<file path="src/button_debounce_longpress_fsm_core_macros.svh">
// Assertion macros for the pushbutton debouncer core.
`ifndef BUTTON_DEBOUNCE_LONGPRESS_FSM_CORE_MACROS_SVH
`define BUTTON_DEBOUNCE_LONGPRESS_FSM_CORE_MACROS_SVH

// same-cycle implication, disabled in reset
`define BDLP_ASSERT_SAME(label, clk, rst, ante, cons) \
  label: assert property (@(posedge clk) disable iff (rst) (ante) |-> (cons)) \
    else $error("bdlp: same-cycle check failed");

// next-cycle implication, disabled in reset
`define BDLP_ASSERT_NEXT(label, clk, rst, ante, cons) \
  label: assert property (@(posedge clk) disable iff (rst) (ante) |=> (cons)) \
    else $error("bdlp: next-cycle check failed");

`endif

</file>
<file path="src/bdlp_pkg.sv">
// Shared types, codes and reset values for the pushbutton debouncer.
package bdlp_pkg;

  localparam int unsigned TICK_W = 32;
  localparam int unsigned IDX_W  = 3;

  // register indexes on the configuration port
  localparam logic [IDX_W-1:0] REG_ACTIVE_LEVEL  = 3'd0;
  localparam logic [IDX_W-1:0] REG_PRESS_DEB     = 3'd1;
  localparam logic [IDX_W-1:0] REG_RELEASE_DEB   = 3'd2;
  localparam logic [IDX_W-1:0] REG_LONG_PRESS    = 3'd3;
  localparam logic [IDX_W-1:0] REG_REPEAT        = 3'd4;
  localparam logic [IDX_W-1:0] REG_BUTTON_MODE   = 3'd5;

  // button modes; code 3 is unused
  localparam logic [1:0] MODE_MOMENTARY = 2'd0;
  localparam logic [1:0] MODE_LATCH     = 2'd1;
  localparam logic [1:0] MODE_TOGGLE    = 2'd2;

  localparam logic              RST_ACTIVE_LEVEL = 1'b1;
  localparam logic [TICK_W-1:0] RST_PRESS_DEB    = 32'd10;
  localparam logic [TICK_W-1:0] RST_RELEASE_DEB  = 32'd10;
  localparam logic [TICK_W-1:0] RST_LONG_PRESS   = 32'd0;
  localparam logic [TICK_W-1:0] RST_REPEAT       = 32'd0;
  localparam logic [1:0]        RST_BUTTON_MODE  = MODE_MOMENTARY;

  typedef enum logic [2:0] {
    EV_NONE      = 3'd0,
    EV_SHORT     = 3'd1,
    EV_LONG      = 3'd2,
    EV_SHORT_REL = 3'd3,
    EV_LONG_REL  = 3'd4,
    EV_REPEAT    = 3'd5,
    EV_SW_ON     = 3'd6,
    EV_SW_OFF    = 3'd7
  } event_t;

  typedef enum logic [5:0] {
    ST_IDLE      = 6'b000001,
    ST_DEB_ON    = 6'b000010,
    ST_SHORT     = 6'b000100,
    ST_SHORT_OFF = 6'b001000,
    ST_LONG      = 6'b010000,
    ST_LONG_OFF  = 6'b100000
  } state_t;

  // external state numbering
  localparam logic [2:0] CODE_IDLE      = 3'd0;
  localparam logic [2:0] CODE_DEB_ON    = 3'd1;
  localparam logic [2:0] CODE_SHORT     = 3'd2;
  localparam logic [2:0] CODE_SHORT_OFF = 3'd3;
  localparam logic [2:0] CODE_LONG      = 3'd4;
  localparam logic [2:0] CODE_LONG_OFF  = 3'd5;

  typedef struct packed {
    logic              active_level;
    logic [TICK_W-1:0] press_debounce_ticks;
    logic [TICK_W-1:0] release_debounce_ticks;
    logic [TICK_W-1:0] long_press_ticks;
    logic [TICK_W-1:0] repeat_ticks;
    logic [1:0]        button_mode;
  } cfg_t;

  typedef struct packed {
    logic [2:0] event_code;
    logic [2:0] button_state;
    logic       logic_value;
  } step_res_t;

  function automatic logic [2:0] state_code(input state_t st);
    logic [2:0] code;
    case (st)
      ST_IDLE:      code = CODE_IDLE;
      ST_DEB_ON:    code = CODE_DEB_ON;
      ST_SHORT:     code = CODE_SHORT;
      ST_SHORT_OFF: code = CODE_SHORT_OFF;
      ST_LONG:      code = CODE_LONG;
      ST_LONG_OFF:  code = CODE_LONG_OFF;
      default:      code = CODE_IDLE;
    endcase
    return code;
  endfunction

endpackage

</file>
<file path="src/bdlp_if.sv">
// Valid/ready stream interfaces for poll beats and result beats.
interface bdlp_in_if;
  logic                          valid;
  logic                          ready;
  logic                          raw_level;
  logic [bdlp_pkg::TICK_W-1:0]   tick_now;

  modport source (output valid, output raw_level, output tick_now, input ready);
  modport sink   (input valid, input raw_level, input tick_now, output ready);
endinterface

interface bdlp_out_if;
  logic       valid;
  logic       ready;
  logic [2:0] event_code;
  logic [2:0] button_state;
  logic       logic_value;

  modport source (output valid, output event_code, output button_state,
                  output logic_value, input ready);
  modport sink   (input valid, input event_code, input button_state,
                  input logic_value, output ready);
endinterface

</file>
<file path="src/button_debounce_longpress_fsm_core.sv">
// Result: the result beat of an accepted poll is registered and offered in the cycle after the poll is taken.
// Throughput: one poll per cycle while result.ready is high; the result register frees itself in the cycle it is taken.
// Timing: one 32-bit subtract and compare against a state-selected limit per poll.
// Reset: synchronous, active high; state idle, stamp and switch zero, registers
// back to their defaults, no result pending.
`include "button_debounce_longpress_fsm_core_macros.svh"

module button_debounce_longpress_fsm_core (
  input  logic                         clk,
  input  logic                         rst,
  input  logic                         cfg_we,
  input  logic [bdlp_pkg::IDX_W-1:0]   cfg_index,
  input  logic [bdlp_pkg::TICK_W-1:0]  cfg_data,
  bdlp_in_if.sink                      poll,
  bdlp_out_if.source                   result
);

  bdlp_pkg::cfg_t      cfg;
  bdlp_pkg::step_res_t res;
  bdlp_pkg::step_res_t res_q;
  logic                out_valid;
  logic                in_beat;

  bdlp_cfg u_cfg (
    .clk       (clk),
    .rst       (rst),
    .cfg_we    (cfg_we),
    .cfg_index (cfg_index),
    .cfg_data  (cfg_data),
    .cfg       (cfg)
  );

  assign poll.ready = !out_valid || result.ready;
  assign in_beat    = poll.valid && poll.ready;

  bdlp_fsm u_fsm (
    .clk       (clk),
    .rst       (rst),
    .cfg       (cfg),
    .step_en   (in_beat),
    .raw_level (poll.raw_level),
    .tick_now  (poll.tick_now),
    .res       (res)
  );

  always_ff @(posedge clk) begin
    if (rst) begin
      out_valid <= 1'b0;
    end else if (in_beat) begin
      out_valid <= 1'b1;
    end else if (result.ready) begin
      out_valid <= 1'b0;
    end
  end

  always_ff @(posedge clk) begin
    if (in_beat) begin
      res_q <= res;
    end
  end

  assign result.valid        = out_valid;
  assign result.event_code   = res_q.event_code;
  assign result.button_state = res_q.button_state;
  assign result.logic_value  = res_q.logic_value;

  `BDLP_ASSERT_NEXT(a_beat_gives_result, clk, rst, in_beat, result.valid)
  `BDLP_ASSERT_SAME(a_stall_blocks_input, clk, rst, result.valid && !result.ready,
    !poll.ready)
  `BDLP_ASSERT_SAME(a_long_events_in_long, clk, rst,
    result.valid && (result.event_code == bdlp_pkg::EV_LONG ||
                     result.event_code == bdlp_pkg::EV_REPEAT),
    result.button_state == bdlp_pkg::CODE_LONG)
  `BDLP_ASSERT_SAME(a_momentary_value, clk, rst,
    result.valid && cfg.button_mode == bdlp_pkg::MODE_MOMENTARY,
    result.logic_value == (result.button_state != bdlp_pkg::CODE_IDLE &&
                           result.button_state != bdlp_pkg::CODE_DEB_ON))

endmodule

</file>
<file path="src/bdlp_cfg.sv">
// Configuration register file, write-only.
module bdlp_cfg (
  input  logic                         clk,
  input  logic                         rst,
  input  logic                         cfg_we,
  input  logic [bdlp_pkg::IDX_W-1:0]   cfg_index,
  input  logic [bdlp_pkg::TICK_W-1:0]  cfg_data,
  output bdlp_pkg::cfg_t               cfg
);

  bdlp_pkg::cfg_t regs;

  always_ff @(posedge clk) begin
    if (rst) begin
      regs.active_level           <= bdlp_pkg::RST_ACTIVE_LEVEL;
      regs.press_debounce_ticks   <= bdlp_pkg::RST_PRESS_DEB;
      regs.release_debounce_ticks <= bdlp_pkg::RST_RELEASE_DEB;
      regs.long_press_ticks       <= bdlp_pkg::RST_LONG_PRESS;
      regs.repeat_ticks           <= bdlp_pkg::RST_REPEAT;
      regs.button_mode            <= bdlp_pkg::RST_BUTTON_MODE;
    end else if (cfg_we) begin
      case (cfg_index)
        bdlp_pkg::REG_ACTIVE_LEVEL: regs.active_level           <= cfg_data[0];
        bdlp_pkg::REG_PRESS_DEB:    regs.press_debounce_ticks   <= cfg_data;
        bdlp_pkg::REG_RELEASE_DEB:  regs.release_debounce_ticks <= cfg_data;
        bdlp_pkg::REG_LONG_PRESS:   regs.long_press_ticks       <= cfg_data;
        bdlp_pkg::REG_REPEAT:       regs.repeat_ticks           <= cfg_data;
        bdlp_pkg::REG_BUTTON_MODE:  regs.button_mode            <= cfg_data[1:0];
        default: ;
      endcase
    end
  end

  assign cfg = regs;

endmodule

</file>
<file path="src/bdlp_fsm.sv">
// Debounce / long-press state machine: state registers and per-poll update.
module bdlp_fsm (
  input  logic                         clk,
  input  logic                         rst,
  input  bdlp_pkg::cfg_t               cfg,
  input  logic                         step_en,
  input  logic                         raw_level,
  input  logic [bdlp_pkg::TICK_W-1:0]  tick_now,
  output bdlp_pkg::step_res_t          res
);

  bdlp_pkg::state_t            state, state_next;
  logic                        previous_level;
  logic [bdlp_pkg::TICK_W-1:0] event_stamp, event_stamp_next;
  logic                        switch_value, switch_value_next;

  logic                        act;
  logic [bdlp_pkg::TICK_W-1:0] elapsed;
  logic [bdlp_pkg::TICK_W-1:0] limit;
  logic                        over;
  bdlp_pkg::event_t            ev;
  logic                        pressed_next;

  assign act     = (raw_level == cfg.active_level);
  assign elapsed = tick_now - event_stamp;

  // one limit per state, one compare
  always_comb begin
    case (state)
      bdlp_pkg::ST_DEB_ON:    limit = cfg.press_debounce_ticks;
      bdlp_pkg::ST_SHORT:     limit = cfg.long_press_ticks;
      bdlp_pkg::ST_LONG:      limit = cfg.repeat_ticks;
      bdlp_pkg::ST_SHORT_OFF: limit = cfg.release_debounce_ticks;
      bdlp_pkg::ST_LONG_OFF:  limit = cfg.release_debounce_ticks;
      default:                limit = cfg.press_debounce_ticks;
    endcase
  end

  assign over = (elapsed > limit);

  always_comb begin
    state_next        = state;
    event_stamp_next  = event_stamp;
    switch_value_next = switch_value;
    ev                = bdlp_pkg::EV_NONE;
    case (state)
      bdlp_pkg::ST_IDLE: begin
        if (act) begin
          event_stamp_next = tick_now;
          state_next       = bdlp_pkg::ST_DEB_ON;
        end
      end
      bdlp_pkg::ST_DEB_ON: begin
        if (act == previous_level) begin
          if (over) begin
            if (act) begin
              state_next       = bdlp_pkg::ST_SHORT;
              event_stamp_next = tick_now;
              case (cfg.button_mode)
                bdlp_pkg::MODE_MOMENTARY: ev = bdlp_pkg::EV_SHORT;
                bdlp_pkg::MODE_LATCH: begin
                  if (switch_value) begin
                    ev                = bdlp_pkg::EV_SW_OFF;
                    switch_value_next = 1'b0;
                  end else begin
                    ev = bdlp_pkg::EV_SHORT;
                  end
                end
                bdlp_pkg::MODE_TOGGLE: begin
                  ev = switch_value ? bdlp_pkg::EV_SW_OFF : bdlp_pkg::EV_SW_ON;
                  switch_value_next = ~switch_value;
                end
                default: ;
              endcase
            end else begin
              state_next = bdlp_pkg::ST_IDLE;
            end
          end
        end else if (act) begin
          event_stamp_next = tick_now;
        end
      end
      bdlp_pkg::ST_SHORT: begin
        if (!act) begin
          state_next       = bdlp_pkg::ST_SHORT_OFF;
          event_stamp_next = tick_now;
        end else if ((cfg.long_press_ticks != '0) && over) begin
          state_next       = bdlp_pkg::ST_LONG;
          event_stamp_next = tick_now;
          case (cfg.button_mode)
            bdlp_pkg::MODE_MOMENTARY: ev = bdlp_pkg::EV_LONG;
            bdlp_pkg::MODE_LATCH: begin
              switch_value_next = 1'b1;
              ev                = bdlp_pkg::EV_SW_ON;
            end
            default: ;
          endcase
        end
      end
      bdlp_pkg::ST_LONG: begin
        if (!act) begin
          state_next       = bdlp_pkg::ST_LONG_OFF;
          event_stamp_next = tick_now;
        end else if ((cfg.repeat_ticks != '0) && over) begin
          event_stamp_next = tick_now;
          ev               = bdlp_pkg::EV_REPEAT;
        end
      end
      bdlp_pkg::ST_SHORT_OFF, bdlp_pkg::ST_LONG_OFF: begin
        if (act) begin
          event_stamp_next = tick_now;
          state_next = (state == bdlp_pkg::ST_SHORT_OFF) ? bdlp_pkg::ST_SHORT
                                                         : bdlp_pkg::ST_LONG;
        end else if (act != previous_level) begin
          event_stamp_next = tick_now;
        end else if (over) begin
          ev = (state == bdlp_pkg::ST_SHORT_OFF) ? bdlp_pkg::EV_SHORT_REL
                                                 : bdlp_pkg::EV_LONG_REL;
          state_next       = bdlp_pkg::ST_IDLE;
          event_stamp_next = tick_now;
        end
      end
      default: begin
        state_next       = bdlp_pkg::ST_IDLE;
        event_stamp_next = tick_now;
      end
    endcase
  end

  assign pressed_next = (state_next != bdlp_pkg::ST_IDLE) &&
                        (state_next != bdlp_pkg::ST_DEB_ON);

  assign res.event_code   = ev;
  assign res.button_state = bdlp_pkg::state_code(state_next);
  assign res.logic_value  = (cfg.button_mode == bdlp_pkg::MODE_MOMENTARY) ?
                            pressed_next : switch_value_next;

  always_ff @(posedge clk) begin
    if (rst) begin
      state          <= bdlp_pkg::ST_IDLE;
      previous_level <= 1'b0;
      event_stamp    <= '0;
      switch_value   <= 1'b0;
    end else if (step_en) begin
      state          <= state_next;
      previous_level <= act;
      event_stamp    <= event_stamp_next;
      switch_value   <= switch_value_next;
    end
  end

endmodule

</file>
<file path="src/flat_wrapper.sv">
// flat-port wrapper written by rule: the top's interface ports become plain ports
module button_debounce_longpress_fsm_core_flat 
  (clk, rst, cfg_we, cfg_index, cfg_data, poll_valid, poll_raw_level, poll_tick_now, poll_ready, result_valid, result_event_code, result_button_state, result_logic_value, result_ready);
  bdlp_in_if poll_i ();
  bdlp_out_if result_i ();
  input  logic clk;
  input  logic rst;
  input  logic cfg_we;
  input  logic [bdlp_pkg::IDX_W-1:0] cfg_index;
  input  logic [bdlp_pkg::TICK_W-1:0] cfg_data;
  input wire logic [$bits(poll_i.valid)-1:0] poll_valid;
  input wire logic [$bits(poll_i.raw_level)-1:0] poll_raw_level;
  input wire logic [$bits(poll_i.tick_now)-1:0] poll_tick_now;
  output wire logic [$bits(poll_i.ready)-1:0] poll_ready;
  output wire logic [$bits(result_i.valid)-1:0] result_valid;
  output wire logic [$bits(result_i.event_code)-1:0] result_event_code;
  output wire logic [$bits(result_i.button_state)-1:0] result_button_state;
  output wire logic [$bits(result_i.logic_value)-1:0] result_logic_value;
  input wire logic [$bits(result_i.ready)-1:0] result_ready;
  assign poll_i.valid = poll_valid;
  assign poll_i.raw_level = poll_raw_level;
  assign poll_i.tick_now = poll_tick_now;
  assign poll_ready = poll_i.ready;
  assign result_valid = result_i.valid;
  assign result_event_code = result_i.event_code;
  assign result_button_state = result_i.button_state;
  assign result_logic_value = result_i.logic_value;
  assign result_i.ready = result_ready;
  button_debounce_longpress_fsm_core u_core (.clk(clk), .rst(rst), .cfg_we(cfg_we), .cfg_index(cfg_index), .cfg_data(cfg_data), .poll(poll_i), .result(result_i));
endmodule
</file>
<file path="config.mk">
export PLATFORM = sky130hd
export DESIGN_NAME = button_debounce_longpress_fsm_core_flat
export DESIGN_NICKNAME = d
export VERILOG_FILES = /design/src/bdlp_pkg.sv /design/src/bdlp_if.sv /design/src/button_debounce_longpress_fsm_core.sv /design/src/bdlp_cfg.sv /design/src/bdlp_fsm.sv /design/src/flat_wrapper.sv
export VERILOG_INCLUDE_DIRS = /design/src /design/src/src
export SDC_FILE = /design/constraint.sdc
export NUM_CORES = 1
export LEC_CHECK = 0
export BUFFER_PORTS_ARGS = -buffer_cell sky130_fd_sc_hd__buf_2
export CAP_MARGIN = 25
export CORE_MARGIN = 10
export CORE_UTILIZATION = 30
export DETAILED_ROUTE_END_ITERATION = 16
export GPL_TIMING_DRIVEN = 0
export HOLD_SLACK_MARGIN = 0.02
export SLEW_MARGIN = 20
export SYNTH_ARGS = -nofsm -noshare
export SYNTH_HDL_FRONTEND = slang
export SYNTH_SLANG_ARGS = --single-unit
</file>
<file path="constraint.sdc">
create_clock -name clk -period 5.3 [get_ports clk]
set_input_delay 0.795 -clock clk [delete_from_list [all_inputs] [get_ports clk]]
set_output_delay 0.795 -clock clk [all_outputs]
set_load 0.1 [all_outputs]
</file>
==> results_dict.tcl <==
set metrics [dict create \
    crit_path_cell_trace "buf_2 > ha_1 > nor2b_1 > o31a_1 > o311ai_4 > a21oi_2 > o2111ai_2 > a21oi_1 > or3_1 > a21oi_2 > xnor2_1 > ha_1 > nand4_2 > nor4_4 > a221oi_1 > o21ai_2 > a31oi_4 > or3_1 > clkbuf_4 > o21a_1 > nor3_2 > mux2i_1" \
    path_buf_inv 2 \
    hold_viol_final 0 \
    hold_buffers 0 \
    p_total_mw 3.626 \
    core_region_area_um2 34370 \
    clock_path_buffers 2 \
    first_pass_iters 5 \
    syn_area_um2 10390 \
    synth_edf_count 7 \
    drive_gt1_share_pct 10.71 \
    final_cell_mix "nand2_1 (348), dfxtp_1 (172), a21oi_1 (169)" \
    drtAntennaViolNets 0 \
    wirelength_um 31870 \
    ys_types 71 \
    fin_crit_ns 5.070 \
    clk_latency_ns 0.44 \
    vdd_drop_max_uv 214.5 \
    p_comb_share_pct 23.3 \
    crit_path_max_incr_delay_ns 0.37 \
    numClockSinks 179 \
    clock_skew_ns 0.01539 \
    grt_pass1_vias 9430 \
    avgViaCountPerCell 5.020 \
    antenna_found_initial 4 \
    max_freq_mhz 197.2 \
    cts_buffers 17 \
    synth_top_area_share_pct 33.13 \
    cap_violations 0 \
    switching_share_pct 32.02 \
    power_leakage_nw 4.502 \
    worstPathRequired_ns 5.49 \
    die_x_um 206.1 \
    setup_viol 0 \
    synthFlopType "dfxtp_1" \
    slew_viol_final 0 \
    synth_nets 1502 \
    hp-class "reg -> reg" \
    internal-power_mw 2.465 \
    path_clk_slew_ns 0.08 \
    vias 9698 \
    grt_first_pass_wirelength_um 50560 \
    post-route-period-util_pct 95.66 \
    critPathKind "in -> reg" \
    dieArea_um2 42490 \
    drc 0 \
    cts_tree "done" \
    worst_path_max_delay_cell "or3_1" \
    endpoint_kind "register" \
    routabilityCongestion 0.8822 \
    arrival_ns 5.26 \
    grt_max_degree 19 \
    worst_pin_slew_ns 0.8102 \
    tns_ns 0 \
    root_buffer "clkbuf_16" \
    htree_levels 4 \
    synth_area_leader_cell "dfxtp_1" \
    num_rows 68 \
    ys_seq_elements 179 \
    setup.worst_path.start_class "primary input" \
    grt_overflow 0 \
    synthTopCellsByArea "dfxtp_1 (33%), nand2_1 (13%), a21oi_1 (8.2%)" \
    die_y_um 206.1 \
    drt_iter0_markers 642 \
    grt_usage_pct 14.86 \
    pre_cts_ws_ns -0.9036 \
    syn_to_final_growth_pct 16.78 \
    postSynthAreaPerCell_um2 7.637 \
    wire_per_inst_um 16.49 \
    status "finished, final reports clean" \
    async_flop_share_pct 0 \
    clkPwrFrac_pct 37.2 \
    ys_warn_count 0 \
    dpl.hpwl_um 24910 \
    synth_cells 1361 \
    power_frac_seq_pct 39.6 \
    critical-path-top-delay-family "compound AO/OA/AOI/OAI gates" \
    ioPinCount 82 \
    powerDensity_nw_per_um2 298.7 \
    path_max_fanout 8 \
    max_slew_margin_pct 45.99 \
    nNetsFinal 1603 \
    initial_core_util_pct 30.24 \
    synth.yosys.seq_area_share_pct 35.15 \
    setup_ws_ns 0.2302 \
    p_switching_mw 1.161 \
    layout_commonest_cell "nand2_1" \
    port_buffers 79 \
]
-- cell type report --
cell class | instances | area [um2]
diodes | 2 | 5.005
plain buffers | 80 | 369.1
clock buffers | 17 | 425.4
clock inverters | 15 | 193.9
fillers | 3639 | 22240
inverters | 47 | 176.4
multi-input cells | 1054 | 6307
flip-flops and latches | 179 | 3654
well taps | 455 | 569.3
repair buffers | 83 | 437.9
-- synthesized netlist by cell type, drive strengths merged (2+ instances only) --
| cell | n |
|---|---|
| a211oi | 5 |
| a21boi | 3 |
| a21o | 18 |
| a21oi | 172 |
| a221o | 2 |
| a221oi | 3 |
| a22oi | 35 |
| a31oi | 3 |
| and2 | 2 |
| and3 | 5 |
| and4 | 6 |
| and4b | 2 |
| buf | 11 |
| clkbuf | 70 |
| dfxtp | 172 |
| edfxtp | 7 |
| ha | 67 |
| inv | 47 |
| mux2i | 37 |
| nand2 | 349 |
| nand2b | 71 |
| nand3 | 13 |
| nand3b | 7 |
| nand4 | 10 |
| nand4b | 2 |
| nor2 | 39 |
| nor2b | 4 |
| nor3 | 12 |
| nor3b | 4 |
| nor4 | 21 |
| o2111ai | 2 |
| o211ai | 3 |
| o21a | 9 |
| o21ai | 83 |
| o21bai | 5 |
| o22ai | 3 |
| o311ai | 2 |
| o31a | 2 |
| or2 | 5 |
| or3 | 3 |
| xnor2 | 23 |
| xor2 | 9 |
-- kinds of logic after synthesis --
family | after synthesis | synth area share (%)
AO/OA/AOI/OAI | 360 | 20.52
XOR/XNOR | 32 | 2.697
multiplexers | 37 | 3.563
AND/OR/NAND/NOR | 557 | 24.64
buffers and inverters | 128 | 5.164
flip-flops | 179 | 35.15
adder cells (fa/ha/maj) | 68 | 8.258
-- repair_timing --
action,CTS,global route
pin swaps,2,12
cloned,0,0
setup endpoints to repair,37,39
buffers inserted,2,2
gates resized for setup,8,27
-- registers in the layout (all words and copies together), names as in the netlist --
| signal | count |
|---|---|
| u_core.result.button_state | 3 |
| u_core.result.event_code | 3 |
| u_core.u_fsm.previous_level | 1 |
| u_core.u_cfg.cfg | 131 |
| u_core.u_fsm.switch_value | 1 |
| u_core.u_fsm.event_stamp | 32 |
| u_core.result.logic_value | 1 |
| u_core.result.valid | 1 |
| u_core.u_fsm.state | 6 |
-- worst min-delay path, delay by kind of cell (launching register included) --
family	cells	cell delay, ns
compound gates	1	0.05
simple gates	1	0.05
flops	1	0.31
-- final timing paths --
check                                            from                         to  slack, ns  depth (start not counted)
worst max-delay path                 poll_tick_now[1]  u_core.result.logic_value       0.23                         22
worst min-delay path            u_core.u_cfg.cfg[127]      u_core.u_cfg.cfg[127]       0.45                          2
worst max register to register  u_core.u_fsm.state[1]  u_core.result.logic_value       0.31                         21
worst min register to register  u_core.u_cfg.cfg[127]      u_core.u_cfg.cfg[127]       0.45                          2
-- per-stage QoR --
stage | instance area, um2 | utilization (%) | std cells | hold WS (ns)
detailed placement | 11360 | 33.06 | 1895 | 0.4432
floorplan | 10390 | - | 1361 | 0.4323
global route | 12140 | 35.31 | 1931 | 0.4692
finish | 12140 | 35.31 | 1932 | 0.4528
CTS | 12050 | 35.06 | 1929 | 0.4532
global placement | 11360 | 33.04 | 1895 | 0.4381
-- routing by layer --
layer | routed length [um] | GRT usage, %
met4 | 694 | 4.795
met2 | 14600 | 24.26
met3 | 2084 | 3.276
met1 | 14470 | 19.06
met5 | 21 | 0
-- power by group through the flow --
stage | clock, mW | combinational [mW] | sequential (mW)
floorplan | 0 | 0.572 | 1.48
global placement | 0 | 0.794 | 1.46
detailed placement | 0 | 0.811 | 1.46
CTS | 1.36 | 0.831 | 1.43
global route | 1.42 | 0.946 | 1.44
finish | 1.35 | 0.843 | 1.43
No activity file was read; power rests on OpenSTA's default activity.
